[config.mk]
export PLATFORM = sky130hd
export DESIGN_NAME = fasta_fastq_format_sniffer
export DESIGN_NICKNAME = d
export VERILOG_FILES = /design/src/hw/rtl/fsniff_pkg.sv /design/src/hw/rtl/fasta_fastq_format_sniffer.sv /design/src/hw/rtl/fsniff_classify.sv /design/src/hw/rtl/fsniff_tracker.sv
export SDC_FILE = /design/constraint.sdc
export NUM_CORES = 1
export LEC_CHECK = 0
export ABC_AREA = 0
export ABC_CLOCK_PERIOD_IN_PS = 2830
export BUFFER_PORTS_ARGS = -buffer_cell sky130_fd_sc_hd__buf_4
export CAP_MARGIN = 0
export CORE_MARGIN = 1.5
export CORE_UTILIZATION = 55
export CTS_CLUSTER_DIAMETER = 60
export DETAILED_ROUTE_END_ITERATION = 8
export HOLD_SLACK_MARGIN = 0.05
export PLACE_DENSITY = 0.88
export SETUP_SLACK_MARGIN = 0.05
export SYNTH_ARGS = -nofsm -noshare
export SYNTH_HDL_FRONTEND = slang
export SYNTH_SLANG_ARGS = --single-unit
[constraint.sdc]
create_clock -name clk -period 2.83 [get_ports clk]
set_input_delay 0.4245 -clock clk [delete_from_list [all_inputs] [get_ports clk]]
set_output_delay 0.4245 -clock clk [all_outputs]
set_load 0.03 [all_outputs]
[src/hw/rtl/fsniff_pkg.sv]
// fsniff_pkg: shared types and constants of the FASTA/FASTQ format sniffer.
// Used by fsniff_classify, fsniff_tracker and fasta_fastq_format_sniffer.
// No dependencies.
package fsniff_pkg;

    // kind of the first byte of a line
    typedef enum logic [1:0] {
        KIND_OTHER = 2'd0,
        KIND_GT    = 2'd1,
        KIND_AT    = 2'd2,
        KIND_PLUS  = 2'd3
    } kind_t;

    typedef struct packed {
        logic  newline;
        logic  printable;
        logic  nucleotide;
        kind_t kind;
    } byte_class_t;

    typedef struct packed {
        logic is_fasta;
        logic is_fastq;
    } verdict_t;

    localparam logic [7:0] CHAR_NEWLINE = 8'h0A;
    localparam logic [7:0] CHAR_TAB     = 8'h09;
    localparam logic [7:0] CHAR_SPACE   = 8'h20;
    localparam logic [7:0] CHAR_TILDE   = 8'h7E;
    localparam logic [7:0] CHAR_GT      = 8'h3E;
    localparam logic [7:0] CHAR_AT      = 8'h40;
    localparam logic [7:0] CHAR_PLUS    = 8'h2B;
    localparam logic [7:0] CHAR_A       = 8'h41;
    localparam logic [7:0] CHAR_C       = 8'h43;
    localparam logic [7:0] CHAR_G       = 8'h47;
    localparam logic [7:0] CHAR_T       = 8'h54;
    localparam logic [7:0] CHAR_N       = 8'h4E;
    localparam logic [7:0] CASE_BIT     = 8'h20;

    localparam logic [2:0] LINE_LIMIT      = 3'd5;
    localparam logic [2:0] FASTA_MIN_LINES = 3'd2;
    localparam logic [2:0] FASTQ_MIN_LINES = 3'd4;
    localparam logic [1:0] LEN_MAX         = 2'd2;

endpackage

[src/hw/rtl/fasta_fastq_format_sniffer.sv]
// fasta_fastq_format_sniffer: top level of the FASTA/FASTQ format sniffer.
// Depends on fsniff_pkg, fsniff_classify and fsniff_tracker.
//
// Usage:
//   Input channel (in_valid/in_ready) carries one word per file byte in
//   data_byte, or an end-of-file marker (end_of_file = 1, data_byte unused).
//   Output channel (out_valid/out_ready) carries one verdict word per marker:
//   is_fasta_single_line, is_fastq and is_fastx. Data bytes give no word.
//   Only the first five lines of a file are examined.
//   Path: a marker is classified from the input register and its verdict
//   is then held in the output register until out_ready takes it.
//   Throughput: one word per cycle while no marker is stalled; the per-byte
//   work is one classify and one state update from input register to line state.
//   Stall: while a verdict waits on out_ready, data bytes keep flowing;
//   only a following marker waits in the input register, and in_ready drops
//   once that register is occupied by a marker that cannot move.
//   Reset: clears all line state, the input register and the output
//   register; the block then expects the first byte of a new file. After
//   each marker the line state returns to the same reset values.
module fasta_fastq_format_sniffer
(
    input  logic       clk,
    input  logic       rst_n,
    input  logic       in_valid,
    output logic       in_ready,
    input  logic [7:0] data_byte,
    input  logic       end_of_file,
    output logic       out_valid,
    input  logic       out_ready,
    output logic       is_fasta_single_line,
    output logic       is_fastq,
    output logic       is_fastx
);

    logic                     s1_valid_reg;
    logic [7:0]               s1_byte_reg;
    logic                     s1_eof_reg;
    logic                     s1_advance;
    logic                     s1_fire;
    logic                     out_valid_reg;
    logic                     fasta_reg;
    logic                     fastq_reg;
    fsniff_pkg::byte_class_t  byte_class;
    fsniff_pkg::verdict_t     verdict;

    assign s1_advance = !s1_eof_reg || !out_valid_reg || out_ready;
    assign s1_fire    = s1_valid_reg && s1_advance;
    assign in_ready   = !s1_valid_reg || s1_advance;

    always_ff @(posedge clk or negedge rst_n)
    begin
        if (!rst_n)
        begin
            s1_valid_reg <= 1'b0;
        end
        else if (in_ready)
        begin
            s1_valid_reg <= in_valid;
        end
    end

    always_ff @(posedge clk or negedge rst_n)
    begin
        if (!rst_n)
        begin
            s1_byte_reg <= 8'd0;
            s1_eof_reg  <= 1'b0;
        end
        else if (in_ready && in_valid)
        begin
            s1_byte_reg <= data_byte;
            s1_eof_reg  <= end_of_file;
        end
    end

    fsniff_classify u_classify
    (
        .data_byte  (s1_byte_reg),
        .byte_class (byte_class)
    );

    fsniff_tracker u_tracker
    (
        .clk         (clk),
        .rst_n       (rst_n),
        .step        (s1_fire),
        .end_of_file (s1_eof_reg),
        .byte_class  (byte_class),
        .verdict     (verdict)
    );

    always_ff @(posedge clk or negedge rst_n)
    begin
        if (!rst_n)
        begin
            out_valid_reg <= 1'b0;
        end
        else if (s1_fire && s1_eof_reg)
        begin
            out_valid_reg <= 1'b1;
        end
        else if (out_ready)
        begin
            out_valid_reg <= 1'b0;
        end
    end

    always_ff @(posedge clk or negedge rst_n)
    begin
        if (!rst_n)
        begin
            fasta_reg <= 1'b0;
            fastq_reg <= 1'b0;
        end
        else if (s1_fire && s1_eof_reg)
        begin
            fasta_reg <= verdict.is_fasta;
            fastq_reg <= verdict.is_fastq;
        end
    end

    assign out_valid            = out_valid_reg;
    assign is_fasta_single_line = fasta_reg;
    assign is_fastq             = fastq_reg;
    assign is_fastx             = fasta_reg || fastq_reg;

endmodule

[src/hw/rtl/fsniff_classify.sv]
// fsniff_classify: per-byte classification (newline, printable, nucleotide,
// header kind). Depends on fsniff_pkg.
module fsniff_classify
(
    input  logic [7:0]               data_byte,
    output fsniff_pkg::byte_class_t  byte_class
);

    logic [7:0] upper;

    always_comb
    begin
        // fold lower case onto upper case only for letters
        if (data_byte >= 8'h61 && data_byte <= 8'h7A)
        begin
            upper = data_byte & ~fsniff_pkg::CASE_BIT;
        end
        else
        begin
            upper = data_byte;
        end

        byte_class.newline    = (data_byte == fsniff_pkg::CHAR_NEWLINE);
        byte_class.printable  = (data_byte >= fsniff_pkg::CHAR_SPACE &&
                                 data_byte <= fsniff_pkg::CHAR_TILDE) ||
                                (data_byte == fsniff_pkg::CHAR_TAB);
        byte_class.nucleotide = (upper == fsniff_pkg::CHAR_A) ||
                                (upper == fsniff_pkg::CHAR_C) ||
                                (upper == fsniff_pkg::CHAR_G) ||
                                (upper == fsniff_pkg::CHAR_T) ||
                                (upper == fsniff_pkg::CHAR_N);

        priority if (data_byte == fsniff_pkg::CHAR_GT)
        begin
            byte_class.kind = fsniff_pkg::KIND_GT;
        end
        else if (data_byte == fsniff_pkg::CHAR_AT)
        begin
            byte_class.kind = fsniff_pkg::KIND_AT;
        end
        else if (data_byte == fsniff_pkg::CHAR_PLUS)
        begin
            byte_class.kind = fsniff_pkg::KIND_PLUS;
        end
        else
        begin
            byte_class.kind = fsniff_pkg::KIND_OTHER;
        end
    end

endmodule

[src/hw/rtl/fsniff_tracker.sv]
// fsniff_tracker: line state of the current file and the end-of-file verdict.
// Depends on fsniff_pkg; fed by fsniff_classify.
module fsniff_tracker
(
    input  logic                     clk,
    input  logic                     rst_n,
    input  logic                     step,
    input  logic                     end_of_file,
    input  fsniff_pkg::byte_class_t  byte_class,
    output fsniff_pkg::verdict_t     verdict
);

    logic [2:0]          line_index_reg,  line_index_next;
    logic [1:0]          line_length_reg, line_length_next;
    fsniff_pkg::kind_t   kind_reg,        kind_next;
    logic                prn_reg,         prn_next;
    logic                nuc_reg,         nuc_next;
    logic                fasta_ok_reg,    fasta_ok_next;
    logic                fastq_ok_reg,    fastq_ok_next;

    logic                active;
    logic                nonempty;
    logic                fasta_hdr, nuc_line, fq_hdr, plus_line;
    logic                do_close;
    logic                fa_closed, fq_closed;
    logic                fa_after,  fq_after;
    logic [2:0]          idx_after;

    always_comb
    begin
        active    = (line_index_reg < fsniff_pkg::LINE_LIMIT);
        nonempty  = (line_length_reg != 2'd0);
        fasta_hdr = (line_length_reg >= fsniff_pkg::LEN_MAX) &&
                    (kind_reg == fsniff_pkg::KIND_GT) && prn_reg;
        nuc_line  = nonempty && nuc_reg;
        fq_hdr    = nonempty && (kind_reg == fsniff_pkg::KIND_AT) && prn_reg;
        plus_line = nonempty && (kind_reg == fsniff_pkg::KIND_PLUS) && prn_reg;

        fa_closed = fasta_ok_reg;
        fq_closed = fastq_ok_reg;
        unique case (line_index_reg)
            3'd0:
            begin
                fa_closed = fasta_ok_reg && fasta_hdr;
                fq_closed = fastq_ok_reg && fq_hdr;
            end
            3'd1:
            begin
                fa_closed = fasta_ok_reg && nuc_line;
                fq_closed = fastq_ok_reg && nuc_line;
            end
            3'd2:
            begin
                fa_closed = fasta_ok_reg && fasta_hdr;
                fq_closed = fastq_ok_reg && plus_line;
            end
            3'd4:
            begin
                fq_closed = fastq_ok_reg && fq_hdr;
            end
            default:
            begin
            end
        endcase

        do_close  = active && (end_of_file ? nonempty : byte_class.newline);
        fa_after  = do_close ? fa_closed : fasta_ok_reg;
        fq_after  = do_close ? fq_closed : fastq_ok_reg;
        idx_after = line_index_reg + {2'd0, do_close};

        verdict.is_fasta = fa_after && (idx_after >= fsniff_pkg::FASTA_MIN_LINES);
        verdict.is_fastq = fq_after && (idx_after >= fsniff_pkg::FASTQ_MIN_LINES);

        line_index_next  = line_index_reg;
        line_length_next = line_length_reg;
        kind_next        = kind_reg;
        prn_next         = prn_reg;
        nuc_next         = nuc_reg;
        fasta_ok_next    = fasta_ok_reg;
        fastq_ok_next    = fastq_ok_reg;

        priority if (end_of_file)
        begin
            line_index_next  = 3'd0;
            line_length_next = 2'd0;
            kind_next        = fsniff_pkg::KIND_OTHER;
            prn_next         = 1'b1;
            nuc_next         = 1'b1;
            fasta_ok_next    = 1'b1;
            fastq_ok_next    = 1'b1;
        end
        else if (!active)
        begin
        end
        else if (byte_class.newline)
        begin
            line_index_next  = idx_after;
            line_length_next = 2'd0;
            kind_next        = fsniff_pkg::KIND_OTHER;
            prn_next         = 1'b1;
            nuc_next         = 1'b1;
            fasta_ok_next    = fa_after;
            fastq_ok_next    = fq_after;
        end
        else
        begin
            if (!nonempty)
            begin
                kind_next = byte_class.kind;
            end
            if (line_length_reg < fsniff_pkg::LEN_MAX)
            begin
                line_length_next = line_length_reg + 2'd1;
            end
            prn_next = prn_reg && byte_class.printable;
            nuc_next = nuc_reg && byte_class.nucleotide;
        end
    end

    always_ff @(posedge clk or negedge rst_n)
    begin
        if (!rst_n)
        begin
            line_index_reg  <= 3'd0;
            line_length_reg <= 2'd0;
            kind_reg        <= fsniff_pkg::KIND_OTHER;
            prn_reg         <= 1'b1;
            nuc_reg         <= 1'b1;
            fasta_ok_reg    <= 1'b1;
            fastq_ok_reg    <= 1'b1;
        end
        else if (step)
        begin
            line_index_reg  <= line_index_next;
            line_length_reg <= line_length_next;
            kind_reg        <= kind_next;
            prn_reg         <= prn_next;
            nuc_reg         <= nuc_next;
            fasta_ok_reg    <= fasta_ok_next;
            fastq_ok_reg    <= fastq_ok_next;
        end
    end

endmodule

==> impl_results.md <==
* DP Area at between 0.001 and 0.0015 mm2
* RSZ-0062 raised after global routing: false
* Fillers at between 150 and 200
* Clock network fraction of design power at 13.1%
* Gr usage total at about a quarter
* Number of setup buffers added after CTS at 0
* Mean Syn Cell Area at ~11 um2
* Ant. Diodes at 0
* Status: finished clean
* Crit path to: is_fasta_single_line
* Largest net degree at the start of global routing at 25
* Worst reg2reg setup slack at 0.50 ns
* Leak pwr at ~0.0007 uW
* H-tree depth at 1
* Fin nets at 166
* Worst Max-Slew Pin Slew at 0.4970 ns
* Antenna Nets Post-Route at 0
* Mapped Cells at 127
* Tightest Hold Check Type: primary input to flop
* Full die area at ~0.0028 mm2
* Worst VDD drop at between 0.5 and 0.6 mV
* Cell-internal power at between 600 and 700 uW
* Chip width at between 50 and 60 um
* Final Max Slew Viols at 0
* Tcrit/Tclk final at between 80% and 90%
* Final WS setup at a little over 0.5 ns
* Vias in the first global route at between 1,000 and 1,500
* RR Endpoint: is_fasta_single_line
* I/O pin cnt at 18
* Final setup vio count at 0
* DRT Pass-1 Iters at 4
* Cts hold-fix bufs at 1
* Crit path max fanout at 9
* Max reg flops at 8
* Setup TNS at 0 ns
* Fmax at roughly 0.43 GHz
* RR Startpoint: s1_byte_reg[2]
* Clock Latency Late Sink at 0.32 ns
* PD cells at approximately 750 mW/mm2
* Overflow after GRT at 0
* First-pass GRT wire length at about 4700 um
* Worst r2r path cells at 10
* Share of layout cells above drive strength 1 at between 20% and 30%
* Min-delay src: in_valid
* Design area at approximately 0.0015 mm2
* Initial antenna violation count at 0
* Register area share after synthesis at between 40% and 50%
* Commonest non-fill, non-tap cell in the layout: dfrtp_1
* Commonest non-fill, non-tap cells in the layout: dfrtp_1 (20), buf_4 (17), nand2_1 (13)
* Clk slew on worst S/H paths at around 0.11 ns
* Post-synth top area share at roughly 37%
* IO Port Bufs at 17
* Num rows at 17
* Root buf cell: clkbuf_4
* Die height at 52.45 um
* Deepest clock path buffer count at 2
* Switching Fraction at ~40%
* Max-cap violations at 0
* Req. time, crit path at a little over 3 ns
* Rel. slew slack at 66.43%
* WL/cell at around 16 um
* Pre-CTS setup slack at ~0.52 ns
* Drt drc at 0
* Area added between synthesis and finish at 13.67%
* Post-CTS Resized at 0
* Synth warn at 0
* Final worst path period need at approximately 2.3 ns
* CTS sink cnt at 24
* Synth unique cells at 48
* WP data arrival at between 2 and 3 ns
* Largest area contributor in the netlist: dfrtp_1
* Startpoint types: flop
* Total CTS buffers at 3
* Drt total wl at ~2700 um
* Mapped Nets at around 140
* Core Footprint at about 0.0023 mm2
* Crit path capture type: flop
* Sequential Power Share at approximately 47%
* P_sw at about 450 uW
* Dpl hpwl at between 2000 and 2500 um
* Initial Utilization at 59.66%
* Vias after detailed routing at 1,084
* Final hold vios at 0
* Number of DRC markers in iteration 0 at 29
* Seq cells post-synth at 24
* Routed vias/inst at between 6 and 7
* Synth area leaders: dfrtp_1 (37%), dfstp_2 (7.8%), mux2_2 (7.5%)
* CTS tree: done
* Mapped Area at around 0.0013 mm2
* Combinational Power Share at approximately two fifths
* GPL Wtd Cong at around 0.9
* Final setup skew at roughly 0.017 ns
* Critical path startpoint: s1_byte_reg[2]
* Critical path type: flop to flop
==> per-stage QoR <==
step | hold slack [ns] | total power (uW) | std cells | util, %
after floorplan | 0.1289 | 857.1 | 127 | -
after global placement | 0.3364 | 971.7 | 171 | 66.37
after detailed placement | 0.3395 | 999.1 | 171 | 66.37
after CTS | 0.3043 | 1145 | 175 | 67.81
after global routing | 0.2998 | 1222 | 175 | 67.81
final | 0.3110 | 1147 | 175 | 67.81
==> cell type report <==
class                           count  area [um2]  share of cell area, %
Multi-Input combinational cell     95       701.9                  45.91
Clock buffer                        3       22.52                  1.473
Sequential cell                    24       605.6                  39.61
Tap cell                           28       35.03                  2.291
Inverter                            7       26.28                  1.718
Timing Repair Buffer               18       137.6                  9.002
==> how the worst min path moves through the flow <==
stage	end	slack, ns	cells after the start
2_1_floorplan	is_fasta_single_line	0.13	0
3_3_place_gp	s1_byte_reg[6]	0.34	1
3_5_place_dp	u_tracker.line_length_reg[0]	0.34	1
4_1_cts	s1_valid_reg	0.30	2
5_1_grt	s1_valid_reg	0.30	2
6_report	s1_valid_reg	0.31	2
==> logic make-up (layout without fill, tap and decap cells) <==
group                    Yosys count  after routing  share of synthesized area (%)
adder cells (fa/ha/maj)            4              4                          3.721
XOR/XNOR                           1              1                         0.6513
AND/OR/NAND/NOR                   52             52                          23.82
AO/OA/AOI/OAI                     27             27                          14.88
flip-flops                        24             24                          45.02
buffers and inverters              8             28                          2.790
multiplexers                      11             11                          9.116
==> per-layer routing <==
layer,vias to the layer above,wire length [um],GRT usage [%]
met1,533,1267,31.37
met4,0,43,9.402
li1,520,-,-
met2,26,1350,38.96
met5,-,0,0
met3,5,82,3.429
==> worst max-delay path, stage by stage, from the launching register on <==
cell and delay (ns):
dfrtp_1 0.54, nor4_4 0.08, and4bb_4 0.23, a31oi_1 0.35, inv_1 0.09, ha_1 0.20, ha_1 0.19, nand2b_1 0.15
nand2_1 0.10, o221ai_1 0.12, o21ai_0 0.18
==> power groups by stage <==
stage	Combinational [uW]	Sequential (uW)	Clock, uW
after global routing	508	554	160
after floorplan	311	546	0
after detailed placement	454	545	0
after CTS	457	539	150
after global placement	433	538	0
final	455	542	150
==> cell usage after synthesis, drive strengths merged <==
library cell and number:
a21o 2, a21oi 3, a221oi 1, a22o 1
a31oi 3, a32o 1, a41o 1, a41oi 1
and2b 1, and3 1, and4b 1, and4bb 2
buf 1, clkinv 1, dfrtp 20, dfstp 4
ha 4, inv 6, mux2 10, mux2i 1
nand2 13, nand2b 7, nand3 6, nand3b 1
nand4 2, nand4b 1, nor2 5, nor2b 3
nor3 2, nor3b 1, nor4 2, nor4b 1
o21ai 7, o221ai 2, o311ai 2, o31ai 2
o41ai 1, or2 1, or3b 1, or4 1
xnor2 1
Note: power is estimated with default switching activity, not from simulation.
